==> src/design/mme_pkg.sv <==
// shared constants and types of the matrix multiply engine
package mme_pkg;

    localparam int MAX_ROWS  = 8;
    localparam int MAX_INNER = 8;
    localparam int MAX_COLS  = 8;

    localparam int A_DEPTH = MAX_ROWS * MAX_INNER;
    localparam int B_DEPTH = MAX_INNER * MAX_COLS;
    localparam int A_AW    = $clog2(A_DEPTH);
    localparam int B_AW    = $clog2(B_DEPTH);

    localparam int DIM_W = 4;
    localparam int IDX_W = 3;
    localparam int ACC_W = 64 + $clog2(MAX_INNER);

    localparam logic [1:0] MODE_LOAD_A  = 2'd0;
    localparam logic [1:0] MODE_LOAD_B  = 2'd1;
    localparam logic [1:0] MODE_COMPUTE = 2'd2;

    localparam logic [1:0] CFG_ROWS_A = 2'd0;
    localparam logic [1:0] CFG_INNER  = 2'd1;
    localparam logic [1:0] CFG_COLS_B = 2'd2;

    typedef struct packed {
        logic             last;
        logic [IDX_W-1:0] row;
        logic [IDX_W-1:0] col;
    } t_meta;

    typedef struct packed {
        logic             valid;
        t_meta            meta;
        logic [ACC_W-1:0] sum;
    } t_link;

endpackage

==> src/design/mme_cell.sv <==
// one multiply-accumulate cell of the partial-sum chain
module mme_cell import mme_pkg::*; (
    input  logic               i_clk,
    input  logic               i_rst_n,
    input  logic               i_adv,
    input  logic               i_a_load,
    input  logic               i_b_hit,
    input  logic signed [31:0] i_a_data,
    input  logic signed [31:0] i_b_data,
    input  t_link              i_prev,
    output t_link              o_next
);

    logic signed [31:0]      r_a;
    logic signed [63:0]      r_p;
    logic                    r_pv;
    logic                    r_valid;
    t_meta                   r_meta;
    logic [ACC_W-1:0]        r_sum;
    logic signed [63:0]      w_prod;
    logic [ACC_W-1:0]        w_add;

    assign w_prod = r_a * i_b_data;
    assign w_add  = r_pv ? {{(ACC_W-64){r_p[63]}}, r_p} : '0;

    always_ff @(posedge i_clk) begin
        if (!i_rst_n) begin
            r_pv    <= 1'b0;
            r_valid <= 1'b0;
        end else if (i_adv) begin
            r_pv    <= i_b_hit;
            r_valid <= i_prev.valid;
        end
    end

    always_ff @(posedge i_clk) begin
        if (i_adv) begin
            if (i_a_load) begin
                r_a <= i_a_data;
            end
            if (i_b_hit) begin
                r_p <= w_prod;
            end
            r_meta <= i_prev.meta;
            // the product latched in r_p meets its column's partial sum here
            r_sum  <= i_prev.sum + w_add;
        end
    end

    assign o_next = '{valid: r_valid, meta: r_meta, sum: r_sum};

endmodule
==> config.mk <==
export PLATFORM = sky130hd
export DESIGN_NAME = mme_cell
export DESIGN_NICKNAME = d
export VERILOG_FILES = /design/src/design/mme_pkg.sv /design/src/design/mme_cell.sv
export SDC_FILE = /design/constraint.sdc
export NUM_CORES = 2
export LEC_CHECK = 0
export BUFFER_PORTS_ARGS = -buffer_cell sky130_fd_sc_hd__buf_4
export CAP_MARGIN = 20
export CORE_ASPECT_RATIO = 0.9
export CORE_UTILIZATION = 35
export DETAILED_ROUTE_END_ITERATION = 8
export GPL_TIMING_DRIVEN = 0
export PLACE_DENSITY = 0.57
export REMOVE_ABC_BUFFERS = 1
export SETUP_SLACK_MARGIN = 0.05
export SLEW_MARGIN = 20
export SYNTH_ARGS = -nofsm -noshare
export SYNTH_HDL_FRONTEND = slang
export SYNTH_SLANG_ARGS = --single-unit
==> constraint.sdc <==
create_clock -name i_clk -period 13.45 [get_ports i_clk]
set_input_delay 0.6725 -clock i_clk [delete_from_list [all_inputs] [get_ports i_clk]]
set_output_delay 0.6725 -clock i_clk [all_outputs]
set_load 0.05 [all_outputs]
Word-level counts from Yosys, hierarchy flattened
Index checks and enable logic that the tools add are counted.

Add/subtract/negate cells: 1. Reductions and logical operators: 2. Multiply operators: 1. Muxes and demuxes: 1.

Operator list (count): 67-bit adder (1); 67-bit two-way mux (1); 32-bit by 32-bit multiplier with 64-bit output (1); 2-bit AND reduction (2).

Register bits after elaboration: 172. Output and inout bits: 75. Logic and storage cells: 13.

Logic depth before layout (Yosys ltp)
Depth after elaboration: 2. Gate-level depth with buffers: 31. Depth with buffers taken out: 29.

Worst setup path before layout
Ideal clock, no wire load.

Path kind: input -> register. From: input port i_b_data[5]. To: register r_p[62], data pin. Slack: 5404 ps. Library setup time: 263 ps. Stages: 27. Data required time: 13187 ps. Arrival time: 7784 ps. Cells stage by stage: clkbuf_1 > nand2_1 > inv_1 > fa_1 > inv_1 > fa_1 > fa_1 > inv_1 > fa_1 > inv_1 > fa_1 > inv_1 > fa_1 > inv_1 > fa_1 > inv_1 > fa_1 > ha_1 > a21o_1 > a21o_1 > a21oi_1 > o21ai_0 > a31oi_2 > nand2b_1 > a21oi_2 > o41ai_2 > xnor2_1.

Word-level cells in the longest chain between the ends: 1.

RTL lines: start, declared (line mme_cell.sv:9) `input logic signed [31:0] i_b_data,`; 32-bit by 32-bit multiplier with 64-bit output (line mme_cell.sv:23) `assign w_prod = r_a * i_b_data;`; net w_prod[62] (line mme_cell.sv:20) `logic signed [63:0] w_prod;`; end signal, assigned (line mme_cell.sv:42) `r_p <= w_prod;`; end, declared (line mme_cell.sv:15) `logic signed [63:0] r_p;`.

The timed path passes the listed nets, and every way through them passes these cells. A chain may end at the register's enable or synchronous reset.

Worst setup path after layout
From: register r_a[31]. To: register r_p[62], data pin.

Word-level cells in the longest chain between the ends: 1.

RTL lines: start, declared (line mme_cell.sv:14) `logic signed [31:0] r_a;`; start signal, assigned (line mme_cell.sv:39) `r_a <= i_a_data;`; 32-bit by 32-bit multiplier with 64-bit output (line mme_cell.sv:23); net w_prod[62] (line mme_cell.sv:20).

The timed path passes the listed nets, and every way through them passes these cells.

==> flow_metrics.py <==
metrics = {
    "synth": {
        "syn_avg_cell_area_um2": 9.740,
        "yosysWarnings": 0,
        "synth_seq_cells": 172,
        "synth_area_um2": 45630,
        "synth_edf_count": 170,
        "ys.flop_type": "edfxtp_1",
        "async_reset_ff_frac": 0,
        "syn_inst": 4685,
        "synth.distinct_cells": 74,
        "synth-seq-area-share": 0.1128,
    },
    "cells_and_area": {
        "drive_gt1_frac": 0.07644,
        "fill_cells": 12980,
        "postLayoutCellArea_um2": 50340,
        "layout_common_cells": "1082 x fa_1, 1013 x inv_1, 585 x and2_1",
        "area_delta_synth_final_pct": 10.31,
        "layout_commonest_cell": "fa_1",
        "nets": 6226,
    },
    "detailed_routing": {
        "drt_pass1_iterations": 9,
        "wire_per_inst_um": 20.59,
        "drt-total-wl_mm": 133.3,
        "detail-route-antenna-nets": 0,
        "drc_errors": 96,
        "vias": 31990,
        "vias_per_cell": 4.939,
        "dr.first_iter.drc_count": 2208,
    },
    "worst_setup_path": {
        "critPathSlowestCell": "fa_1",
        "worst_path_dominant_cell_family": "adder cells",
        "cp-start-kind": "flop",
        "crit_path_frequent_cell": "fa_1",
        "end_kind": "flop",
        "worst_path_largest_cell_delay_ns": 1.00,
        "critical_path_depth": 26,
        "reg2reg_slack_ns": 4.11,
        "critPathBufInv": 7,
        "crit_type": "reg -> reg",
        "required_ns": 13.72,
        "critical_path_arrival_ns": 9.61,
        "crit_path_max_fanout": 12,
        "reg2reg_depth": 26,
    },
    "clocking": {
        "insertion_delay_ns": 0.53,
        "cts_tree": "built",
        "clk_pin_slew_ns": 0.09,
        "cts_max_level": 4,
        "cts_made_buffers": 17,
        "post_cts_buffers": 0,
        "cts_sinks": 172,
        "cts_hold_buffers": 0,
        "cts_resized": 0,
        "clock_path_buffers": 2,
        "cts_root_buf": "clkbuf_16",
    },
    "timing": {
        "rsz0062_at_grt": "false",
        "slew_violations": 0,
        "fmax_mhz": 107.1,
        "setup_viol": 0,
        "post-route-period-util": 0.6945,
        "layout_min_cycle_time_ns": 9.341,
        "tightest_slew_ns": 0.9282,
        "hold_viol": 0,
        "final.setup.tns_ns": 0,
        "slew_headroom": 0.3773,
        "fin_skew_ns": 0.02349,
    },
    "floorplan": {
        "die_width_um": 382.6,
        "dieArea_um2": 131800,
        "fp.coreArea_um2": 129200,
        "std_cell_rows": 125,
        "io_pins": 219,
        "floorplan.initialDensity": 0.3532,
        "die_y_um": 344.5,
    },
    "worst_hold_path": {
        "hold_depth": 1,
        "hold_path_class": "in -> reg",
    },
    "global_routing": {
        "first_global_vias": 34970,
        "grt_max_degree": 79,
        "gr-total-overflow": 0,
        "antenna_found_initial": 4,
        "grtUsageTotal": 0.2103,
        "grt_first_pass_wirelength_mm": 209.4,
    },
    "placed_design": {
        "dp_hpwl_mm": 109.2,
        "place_area_um2": 49700,
        "port_buffers": 218,
        "gp_congestion": 0.8873,
    },
    "run_status": {
        "outcome": "complete, but fails checks",
        "violations": "DRC",
    },
    "job": {
        "drv_cap": 0,
    },
}
worst paths after layout:
path                   start         end
setup / recovery     r_a[31]     r_p[62]
hold / removal    i_prev[67]  o_next[67]
setup reg to reg     r_a[31]     r_p[62]
hold reg to reg      r_valid     r_valid
worst reg2reg max path, delay by kind of cell, from the launching register on:
family,cells,cell delay (ns)
AOI/OAI and AO/OA,6,1.33
xor gates and xnor gates,1,0.11
adders and majority gates,9,5.04
buffers and inverters,7,1.13
DFF,1,0.81
and+or+nand+nor,3,0.67
layer usage:
layer | up-vias | track usage | routed length [um]
li1 | 14130 | - | -
met1 | 16710 | 0.2969 | 60040
met2 | 1048 | 0.3344 | 60700
met3 | 98 | 0.04512 | 10910
met4 | 2 | 0.03850 | 1683
met5 | - | 0 | 13
logic make-up after synthesis:
logic type	after synthesis	share of synthesized area
AND/OR/NAND/NOR	1365	0.1517
adder cells (fa/ha/maj)	1333	0.5437
AO/OA/AOI/OAI	416	0.06096
flip-flops	172	0.1128
multiplexers	1	0.0002194
XOR/XNOR	139	0.02668
buffers and inverters	1259	0.1040
stage by stage:
stage                     worst slack [ns]  instances  hold WS (ns)  utilization
after floorplan                      5.500       4440        0.6137            -
after global placement               3.391       6372        0.5033       0.3752
after detailed placement             3.722       6443        0.5312       0.3847
after CTS                            3.933       6475        0.2637       0.3894
after global routing                 3.527       6476        0.2902       0.3896
final                                4.109       6477        0.3119       0.3896
area by class of cell:
type                    instances  area, um2  share of cell area
diodes                          1      2.502          0.00004971
clock buffers                  18      439.2            0.008725
clock inverters                14      165.2            0.003281
inverters                    1014       3806             0.07562
multi-input cells            3254      35750              0.7102
flip-flops and latches        172       5146              0.1022
well taps                    1714       2145             0.04261
repair buffers                290       2884             0.05730
cells in the mapped netlist, types with 9 or more instances:
| master | count | share of area |
|---|---|---|
| fa_1 | 1083 | 0.48 |
| a31oi_1 | 17 | 0.0023 |
| nand2b_1 | 17 | 0.0023 |
| nand2_1 | 560 | 0.046 |
| o21bai_1 | 24 | 0.0039 |
| and3_1 | 11 | 0.0015 |
| o21ai_1 | 12 | 0.0013 |
| xnor2_1 | 92 | 0.018 |
| buf_2 | 10 | 0.0011 |
| edfxtp_1 | 170 | 0.11 |
| nor2_1 | 85 | 0.0070 |
| ha_1 | 250 | 0.069 |
| a21oi_1 | 140 | 0.015 |
| nand3_1 | 30 | 0.0033 |
| nor3_1 | 9 | 0.00099 |
| nand4_1 | 31 | 0.0043 |
| inv_1 | 1013 | 0.083 |
| and2_1 | 587 | 0.080 |
| a211oi_1 | 9 | 0.0015 |
| nor2b_1 | 13 | 0.0018 |
| o21a_1 | 9 | 0.0015 |
| o21ai_0 | 62 | 0.0068 |
| clkbuf_1 | 232 | 0.019 |
| xor2_1 | 47 | 0.0090 |
| a21o_1 | 71 | 0.012 |
sequential cells by signal, summed over array words and instances (netlist names):
signal / count
r_valid: 1
o_next: 7
r_a: 32
r_sum: 67
r_pv: 1
r_p: 64
Power is left out: the tool's default activity adds up to more than one toggle a clock period on the data nets, which glitch-free logic cannot reach.
